[config.mk]
export PLATFORM = sky130hd
export DESIGN_NAME = spt_cell
export DESIGN_NICKNAME = d
export VERILOG_FILES = /design/src/spt_pkg.sv /design/src/spt_cell.sv
export SDC_FILE = /design/constraint.sdc
export NUM_CORES = 1
export LEC_CHECK = 0
export ABC_AREA = 1
export BUFFER_PORTS_ARGS = -buffer_cell sky130_fd_sc_hd__buf_2
export CAP_MARGIN = 20
export CORE_MARGIN = 1
export CORE_UTILIZATION = 45
export DETAILED_ROUTE_END_ITERATION = 16
export GPL_TIMING_DRIVEN = 0
export PLACE_DENSITY = 0.75
export SLEW_MARGIN = 10
export SYNTH_ARGS = -nofsm -noshare
export SYNTH_HDL_FRONTEND = slang
export SYNTH_SLANG_ARGS = --single-unit
[constraint.sdc]
create_clock -name clk_i -period 6 [get_ports clk_i]
set_clock_uncertainty 0.15 [all_clocks]
set_input_delay 0.3 -clock clk_i [delete_from_list [all_inputs] [get_ports clk_i]]
set_output_delay 0.3 -clock clk_i [all_outputs]
set_load 0.05 [all_outputs]
[src/spt_pkg.sv]
`timescale 1ns / 1ps
// Shared types and constants for the sorted position table.
// Used by spt_cell and sorted_position_table_unit; depends on nothing else.
package spt_pkg;

  // Default sizing, handed to the top level as parameter defaults.
  localparam int DefTableDepth   = 64;
  localparam int DefPositionBits = 16;
  localparam int DefHandleBits   = 16;

  localparam int FuncW   = 3;
  localparam int StatusW = 3;

  // Request operation codes.
  typedef enum logic [FuncW-1:0] {
    FN_INSERT   = 3'd0,
    FN_ERASE    = 3'd1,
    FN_RELEASE  = 3'd2,
    FN_GET      = 3'd3,
    FN_SHIFT_UP = 3'd4,
    FN_SHIFT_DN = 3'd5
  } func_e;

  // Result status codes.
  typedef enum logic [StatusW-1:0] {
    ST_OK        = 3'd0,
    ST_NOT_FOUND = 3'd1,
    ST_PRESENT   = 3'd2,
    ST_FULL      = 3'd3,
    ST_SATURATED = 3'd4
  } status_e;

  // Command broadcast from the controller to every cell.
  typedef struct packed {
    logic             cmp;    // compare every cell against the new key
    logic             exec;   // apply the registered request
    logic [FuncW-1:0] func;   // operation of the registered request
    logic             found;  // the key matched at the lower bound
    logic             full;   // every slot is occupied
  } cell_cmd_t;

endpackage

[src/spt_cell.sv]
`timescale 1ns / 1ps
// One slot of the sorted position table: holds a position and a handle.
// Depends on spt_pkg; instantiated in a chain by sorted_position_table_unit.
module spt_cell import spt_pkg::*; #(
  parameter int POSITION_BITS = DefPositionBits,
  parameter int HANDLE_BITS   = DefHandleBits
) (
  input  logic                     clk_i,
  input  logic                     rst_ni,
  input  cell_cmd_t                cmd_i,
  input  logic [POSITION_BITS-1:0] key_i,
  input  logic [POSITION_BITS-1:0] new_pos_i,
  input  logic [HANDLE_BITS-1:0]   new_handle_i,
  input  logic                     valid_i,
  input  logic                     left_after_i,
  input  logic [POSITION_BITS-1:0] left_pos_i,
  input  logic [HANDLE_BITS-1:0]   left_handle_i,
  input  logic [POSITION_BITS-1:0] right_pos_i,
  input  logic [HANDLE_BITS-1:0]   right_handle_i,
  output logic                     after_o,
  output logic                     hit_o,
  output logic                     at_max_o,
  output logic                     at_zero_o,
  output logic [POSITION_BITS-1:0] pos_o,
  output logic [HANDLE_BITS-1:0]   handle_o
);

  logic [POSITION_BITS-1:0] pos_q, pos_d;
  logic [HANDLE_BITS-1:0]   handle_q, handle_d;
  logic                     after_q, eq_q;

  // The compare flags are taken when a request is transferred in. An empty
  // slot counts as lying at or after any key, which keeps the flags monotone
  // along the chain.
  always_ff @(posedge clk_i or negedge rst_ni) begin
    if (!rst_ni) begin
      after_q <= 1'b0;
      eq_q    <= 1'b0;
    end else if (cmd_i.cmp) begin
      after_q <= !valid_i || (pos_q >= key_i);
      eq_q    <= (pos_q == key_i);
    end
  end

  // The lower bound is the first slot that is after while its left neighbour is not.
  assign hit_o     = after_q && !left_after_i && valid_i && eq_q;
  assign at_max_o  = after_q && valid_i && (pos_q == {POSITION_BITS{1'b1}});
  assign at_zero_o = after_q && valid_i && (pos_q == '0);

  // Per-slot update for the registered request.
  always_comb begin
    pos_d    = pos_q;
    handle_d = handle_q;
    if (cmd_i.exec) begin
      unique case (cmd_i.func)
        FN_INSERT: begin
          if (!cmd_i.found && !cmd_i.full) begin
            if (left_after_i) begin
              pos_d    = left_pos_i;
              handle_d = left_handle_i;
            end else if (after_q) begin
              pos_d    = new_pos_i;
              handle_d = new_handle_i;
            end
          end
        end
        FN_ERASE: begin
          if (cmd_i.found && after_q) begin
            pos_d    = right_pos_i;
            handle_d = right_handle_i;
          end
        end
        FN_RELEASE: begin
          if (hit_o) begin
            handle_d = '0;
          end
        end
        FN_SHIFT_UP: begin
          if (after_q && valid_i && !at_max_o) begin
            pos_d = pos_q + POSITION_BITS'(1);
          end
        end
        FN_SHIFT_DN: begin
          if (after_q && valid_i && !at_zero_o) begin
            pos_d = pos_q - POSITION_BITS'(1);
          end
        end
        default: begin
          pos_d    = pos_q;
          handle_d = handle_q;
        end
      endcase
    end
  end

  // Slot contents are undefined until written and carry no reset.
  always_ff @(posedge clk_i) begin
    pos_q    <= pos_d;
    handle_q <= handle_d;
  end

  assign after_o  = after_q;
  assign pos_o    = pos_q;
  assign handle_o = handle_q;

endmodule

==> flow_summary.ini, run 1 <==
[outcome]
status = finished clean

[critical_path]
critPathKind = flop to flop
cp_max_fo = 7
worstPathRequired_ps = 5860
cp-start-kind = flop
endpoint_kind = flop
crit_arrival_ps = 2410

[clock_network]
htreeDepth = 2
cts_buffers = 5
clockRootBuffer = clkbuf_8
cts_max_path_buffers = 2
clock_latency_ps = 300
tritoncts = yes
cts-hold-fix-buffers = 1
cts_sinks = 34
cts_resized = 0
cts_setup_buffers = 0
clk_transition_reported_paths_ps = 80

[job]
maxCapViolCount = 0

[final_layout]
antennaDiodeCount = 0
final_cell_mix = 163 x buf_2, 137 x nand2_1, 75 x inv_1
layout_commonest_cell = buf_2
drive_gt1_share_pct = 30.4
nets = 827
utilization_pct = 62.0
area_delta_synth_final_pct = 30.3

[floorplanning]
die_w_um = 90.5
ios = 159
chipHeight_um = 90.5
coreArea_mm2 = 0.00741
dieArea_mm2 = 0.00819
rows = 31
start_util_pct = 47.6

[synth]
synth_area_mm2 = 0.00352
ys_ff_latch = 34
yosysWarnings = 0
seq_area_frac_synth_pct = 28.7
synth.distinct_cells = 40
synth_cells = 521
synth_nets = 662
syn_area_per_cell_um2 = 6.76

[timing]
slew_headroom_pct = 40.8
setup_violations = 0
rsz0062_at_grt = no
hold_viol_final = 0
whs_ps = 90.3
fmax_ghz = 0.393
worstMarginPinSlew_ps = 887
fin_tns_setup_ps = 0
worst_slack_ps = 3450
min_period_ps = 2550
slew_viol_final = 0
finalCritPeriodShare_pct = 42.4

[global_routing]
grt_use_met3_pct = 4.55
antenna_found_initial = 0
grt_max_degree = 17
overflow = 0
grtUsageMet1_pct = 33.1
grtUsageMet2_pct = 50.1
grt_pass1_vias = 4152
grt_usage_pct = 28.0
top_usage_layer = met2
grt_pass1_wl_mm = 18.5

[route]
dr.pass1.iters = 5
drc_errors = 0
antenna_left = 0
drt_wl_total_mm = 11.3
drtIter0Drc = 259
wl_per_cell_um = 14.4
vias_per_cell = 5.36
vias = 4214

[place]
port_buffers = 155
dp_hpwl_mm = 9.56
place.gp.congestion = 0.934
pre_cts_ws_ps = 3290

[power_and_ir_drop]
p_leak_uw = 0.00242
ir_worst_vdd_uv = 94.7
p_per_area_mw_per_mm2 = 178
p_total_uw = 817

[min_path]
hold_class = primary input to flop
-- per-layer routing --
metal | vias to the layer above | share of wire (%)
met1 | 1884 | 42
met3 | 28 | 7.5
li1 | 2080 | -
met4 | 0 | 2.9
met5 | - | 0
met2 | 222 | 48
-- logic make-up (layout without fill, tap and decap cells) --
family / after synthesis / in the layout / share of synthesized area, %
AO/OA/AOI/OAI: 73 / 73 / 15.6
XOR/XNOR: 1 / 1 / 0.249
adder cells (fa/ha/maj): 18 / 18 / 6.39
buffers and inverters: 100 / 266 / 12.3
flip-flops: 34 / 34 / 28.7
AND/OR/NAND/NOR: 295 / 295 / 36.9
-- final timing paths --
kind,slack [ps],cells after the start,end,start
worst max-delay path,3450,6,handle_o[11]$_DFFE_PP_,after_o$_DFFE_PN0P_
worst min-delay path,90,2,eq_q$_DFFE_PN0P_,cmd_i[6]
worst max register to register,3450,6,handle_o[11]$_DFFE_PP_,after_o$_DFFE_PN0P_
worst min register to register,410,2,eq_q$_DFFE_PN0P_,eq_q$_DFFE_PN0P_
max in group asynchronous,5430,2,eq_q$_DFFE_PN0P_,rst_ni
min in group asynchronous,170,2,after_o$_DFFE_PN0P_,rst_ni
-- sequential cells by signal, indices dropped and copies added (netlist names) --
name	cells
handle_o	16
eq_q	1
after_o	1
pos_o	16
-- cell usage after synthesis --
master,count,share of area (%)
a2111oi_0,1,0.25
a21o_1,1,0.21
a21oi_1,20,2.8
a22oi_1,3,0.64
a31oi_1,1,0.18
a41o_1,1,0.28
a41oi_1,3,0.75
and2_1,1,0.18
buf_2,7,0.99
buf_4,2,0.43
buf_6,2,0.64
buf_8,2,0.85
clkbuf_1,8,0.85
dfrtp_1,2,1.4
edfxtp_1,32,27
ha_1,18,6.4
inv_1,75,8.0
inv_2,3,0.32
inv_4,1,0.18
nand2_1,137,15
nand2_2,4,0.71
nand2_4,1,0.32
nand3_1,40,5.7
nand3_4,1,0.50
nand4_1,17,3.0
nand4_2,1,0.36
nor2_1,70,7.5
nor2_2,4,0.71
nor3_1,9,1.3
nor3_4,1,0.46
nor4_1,3,0.53
o2111ai_1,1,0.25
o211ai_1,7,1.5
o21ai_0,9,1.3
o311ai_1,1,0.25
o31ai_1,16,3.4
o41ai_1,2,0.50
o41ai_2,7,3.2
or2_2,6,1.1
xor2_1,1,0.25
-- stage by stage --
stage          cell area [um2]  cells
2_1_floorplan             3520    521
3_3_place_gp              4420    775
3_5_place_dp              4440    777
4_1_cts                   4590    786
5_1_grt                   4590    786
6_report                  4590    786
-- where the power goes --
group / leakage (uW) / switching, uW / internal, uW
logic: 0.00203 / 167 / 97.2
clock network: 0.0000683 / 96.0 / 167
registers: 0.000321 / 12.0 / 277
total: 0.00242 / 275 / 541
-- worst max-delay path, stage by stage (launching register included) --
cell       delay, ps
dfrtp_1          420
nand2_1          130
nor3_1           230
nand2_1          110
a2111oi_2        690
buf_2            340
buf_4            190
-- cell type report --
class                   count  area [um2]
clock buffers               5        68.8
repair buffers            158         798
plain buffers              21         133
inverters                  79         299
well taps                  99         124
fillers                   708        2820
clock inverters             3        68.8
multi-input cells         387        2090
flip-flops and latches     34        1010
Power figures use the tool's default switching activity.
==> inputs of run 2 (changes only) <==
CORE_UTILIZATION = 44   (was 45)
PLACE_DENSITY = 0.77   (was 0.75)
clock period = 2.3 ns   (was 6 ns; I/O delays follow)
==> flow_summary.ini, run 2 (same netlist as run 1, synthesis figures left out) <==
[clock_network]
clockRootBuffer = clkbuf_8
cts_buffers = 5
htreeDepth = 2
tritoncts = yes
cts_max_path_buffers = 2
cts_sinks = 34
clk_transition_reported_paths_ps = 80
clock_latency_ps = 300

[route]
vias_per_cell = 5.26
wl_per_cell_um = 14.7
drt_wl_total_mm = 12.0
vias = 4297
dr.pass1.iters = 5
drc_errors = 0
antenna_left = 0
drtIter0Drc = 268

[timing]
setup_violations = 0
fin_tns_setup_ps = 0
hold_viol_final = 0
worstMarginPinSlew_ps = 502
slew_viol_final = 0
fmax_ghz = 0.472
min_period_ps = 2120
rsz0062_at_grt = no
finalCritPeriodShare_pct = 92.2
slew_headroom_pct = 66.6

[global_routing]
grt_pass1_wl_mm = 19.4
grt_pass1_vias = 4230
grt_max_degree = 17
grt_usage_pct = 29.2
antenna_found_initial = 0
overflow = 0

[critical_path]
crit_arrival_ps = 1860
reg2reg_from = pos_o[1]$_DFFE_PP_
cp.depth = 6
r2r-end = pos_o[4]$_DFFE_PP_
cp-start-kind = flop
cp_top_family = simple AND/OR/NAND/NOR gates
critPathBufInv = 2
cp_slowest_cell = edfxtp_1
endpoint_kind = output pin
cpPeakStageDelay_ps = 460
cp_max_fo = 5
rr_worst_depth = 13
critPathKind = flop to output pin
cp_cell_sequence = inv_1, nand3_1, nor3_1, nand3_1, nor2_1, buf_2
worst-r2r-setup-slack_ps = 190
worstPathRequired_ps = 2040
cpMostUsedCell = nand3_1

[final_layout]
antennaDiodeCount = 0
n_fill_cell = 715
drive_gt1_share_pct = 30.2
area_delta_synth_final_pct = 38.8
nets = 855
layout_commonest_cell = buf_2
final_cell_mix = 162 x buf_2, 135 x nand2_1, 75 x inv_1

[min_path]
hold_path_depth = 3
hold_end = pos_o[4]$_DFFE_PP_
hp-start = right_pos_i[4]
hold_class = primary input to flop

[floorplanning]
ios = 159
rows = 32
chipHeight_um = 91.5
die_w_um = 91.5
start_util_pct = 45.6
dieArea_mm2 = 0.00837
coreArea_mm2 = 0.00773

[place]
dp_hpwl_mm = 9.63
place.gp.congestion = 0.916
port_buffers = 155

[power_and_ir_drop]
p_total_uw = 2070
ir_worst_vdd_uv = 249
p_leak_uw = 0.00254
p_per_area_mw_per_mm2 = 422

[outcome]
status = finished clean

[job]
maxCapViolCount = 0
-- run 2: area by class of cell --
class	instances	area, um2	share of cell area (%)
plain buffers	21	133	2.71
clock buffers	5	68.8	1.41
clock inverters	3	45.0	0.921
inverters	79	299	6.11
multi-input cells	387	2130	43.5
flip-flops and latches	34	1010	20.7
well taps	102	128	2.61
repair buffers	186	1080	22.0
-- run 2: power breakdown --
| part | switching, uW | internal, uW |
|---|---|---|
| logic | 451 | 287 |
| clock network | 249 | 323 |
| registers | 33.3 | 724 |
-- run 2: what timing repair did --
action	in CTS	in global routing
pin swaps	1	0
buffers inserted	0	4
hold buffers	26	0
setup endpoints to repair	16	19
resized for setup	0	1
endpoints found under the hold margin	27	0
-- run 2: worst reg2reg max path: stages (launching register included) --
cell and delay [ps]:
edfxtp_1 450, inv_1 120, nand2_1 60, nand2_1 50, inv_1 40, ha_1 160
inv_1 50, nand2_1 60, inv_1 70, nor2_2 50, nand2_1 50, nand2_1 100
o21ai_0 290, nand3_1 120
-- run 2: worst max path at each step --
stage	start	to	slack [ps]
finish	pos_o[0]$_DFFE_PP_	at_zero_o	180
global route	pos_o[1]$_DFFE_PP_	pos_o[8]$_DFFE_PP_	40
floorplan	after_o$_DFFE_PN0P_	handle_o[0]$_DFFE_PP_	-330
CTS	after_o$_DFFE_PN0P_	handle_o[12]$_DFFE_PP_	3
detailed placement	left_after_i	pos_o[15]$_DFFE_PP_	-120
global placement	cmd_i[3]	pos_o[4]$_DFFE_PP_	-90
-- run 2: routing by layer --
layer,global-route usage [%],up-vias,wire (um)
li1,-,2141,-
met1,36.5,1935,5090
met2,51.1,195,5840
met3,4.44,26,831
met4,9.26,0,284
met5,0,-,0
-- run 2: through the flow --
step	cell area (um2)	utilization [%]	hold slack (ps)	cells	setup slack [ps]
finish	4890	63.3	5.52	817	179
floorplan	3570	-	-331	521	-327
global placement	4470	57.9	-248	778	-85.6
CTS	4840	62.7	2.61	812	2.54
detailed placement	4470	57.9	-244	778	-118
global route	4890	63.3	5.27	817	36.6
==> inputs of run 3 (changes only) <==
PLACE_DENSITY = 0.85   (was 0.77)
==> flow_summary.ini, run 3 (same netlist as run 1, synthesis figures left out) <==
[global_routing]
grt_usage_pct = 30.5
grt_max_degree = 17
grt_pass1_wl_mm = 20.2
overflow = 0
grt_pass1_vias = 4385
antenna_found_initial = 0

[outcome]
status = finished clean

[clock_network]
cts_sinks = 34
tritoncts = yes
cts_max_path_buffers = 2
clock_latency_ps = 300
clockRootBuffer = clkbuf_8
htreeDepth = 2
cts_buffers = 5
clk_transition_reported_paths_ps = 90

[power_and_ir_drop]
p_total_uw = 1980
p_leak_uw = 0.00256
p_per_area_mw_per_mm2 = 401
ir_worst_vdd_uv = 223

[critical_path]
crit_start = pos_o[5]$_DFFE_PP_
reg2reg_from = pos_o[7]$_DFFE_PP_
worstPathRequired_ps = 2040
cp-start-kind = flop
cp_slowest_cell = edfxtp_1
critPathBufInv = 2
cp_max_fo = 7
cpPeakStageDelay_ps = 470
crit_arrival_ps = 1930
endpoint_kind = output pin
cp_top_family = simple AND/OR/NAND/NOR gates
critPathKind = flop to output pin
cp_cell_sequence = inv_1, nor4_1, nand2_1, nor3_1, buf_2

[route]
wl_per_cell_um = 15.3
drtIter0Drc = 432
drc_errors = 0
vias = 4454
drt_wl_total_mm = 12.6
antenna_left = 0
dr.pass1.iters = 5
vias_per_cell = 5.41

[place]
dp_hpwl_mm = 9.66
port_buffers = 155
place.gp.congestion = 0.902
placed_cells = 778
place_area_mm2 = 0.00447

[floorplanning]
start_util_pct = 45.6
chipHeight_um = 91.5
rows = 32
ios = 159
coreArea_mm2 = 0.00773
dieArea_mm2 = 0.00837
die_w_um = 91.5

[timing]
min_period_ps = 2200
finalCritPeriodShare_pct = 95.5
fmax_ghz = 0.455
fin_tns_setup_ps = 0
worstMarginPinSlew_ps = 520
slew_headroom_pct = 65.3
hold_viol_final = 0
setup_violations = 0
slew_viol_final = 0

[final_layout]
antennaDiodeCount = 0
area_delta_synth_final_pct = 40.2
final_cell_mix = 161 x buf_2, 134 x nand2_1, 75 x inv_1
drive_gt1_share_pct = 30.7
utilization_pct = 63.9
final_cells = 824
final_area_mm2 = 0.00494
n_fill_cell = 672
layout_commonest_cell = buf_2
nets = 862

[min_path]
hp-start = new_pos_i[7]
hold_class = primary input to flop

[job]
maxCapViolCount = 0
run 3: path summary, 6_finish.rpt:
kind,slack (ps),cells past startpoint,to
hold / removal,10,3,pos_o[7]$_DFFE_PP_
setup reg to reg,210,8,pos_o[9]$_DFFE_PP_
max in group asynchronous,1330,3,after_o$_DFFE_PN0P_
min in group asynchronous,520,3,after_o$_DFFE_PN0P_
hold reg to reg,450,2,eq_q$_DFFE_PN0P_
setup / recovery,100,5,at_max_o
run 3: power by group:
part	switching [uW]	internal (uW)
Sequential	31.5	724
Combinational	463	297
Clock	256	208
run 3: worst register-to-register path: cells and delay by family (launching register included):
family                 cells  cell delay [ps]
buffers and inverters      2              330
flip-flops                 1              480
AND/OR/NAND/NOR            5              680
AO/OA/AOI/OAI              1               80
run 3: metal layers:
layer / share of wire (%) / track usage (%) / vias to the layer above / wire (um)
met5: 0 / 0 / - / 0
met4: 2.8 / 10.8 / 0 / 358
met3: 8.9 / 5.03 / 35 / 1120
met2: 48 / 53.6 / 260 / 6110
met1: 40 / 37.4 / 2006 / 5010
li1: - / - / 2153 / -
run 3: what timing repair did:
item                                   4_1_cts  5_1_grt
buffers inserted                             1        9
setup endpoints to repair                   16       21
pin swaps                                    1        0
endpoints found under the hold margin       29        0
resized for setup                            0        4
hold buffers                                28        0
run 3: layout make-up:
class                      instances  area, um2  area share, %
clock buffer                       5       68.8           1.39
timing repair buffer             193       1150           23.2
multi-input combinational        387       2140           43.2
sequential                        34       1010           20.5
tap                              102        128           2.58
clock inverter                     3       16.3          0.329
buffer                            21        133           2.69
inverter                          79        299           6.06
run 3: through the flow:
| stage | hold WS [ps] | setup WS (ps) |
|---|---|---|
| after global routing | 22.6 | -38.5 |
| final | 12.0 | 104 |
| after floorplan | -331 | -327 |
| after CTS | 8.00 | 10.2 |
| after detailed placement | -243 | -131 |
| after global placement | -246 | -83.8 |
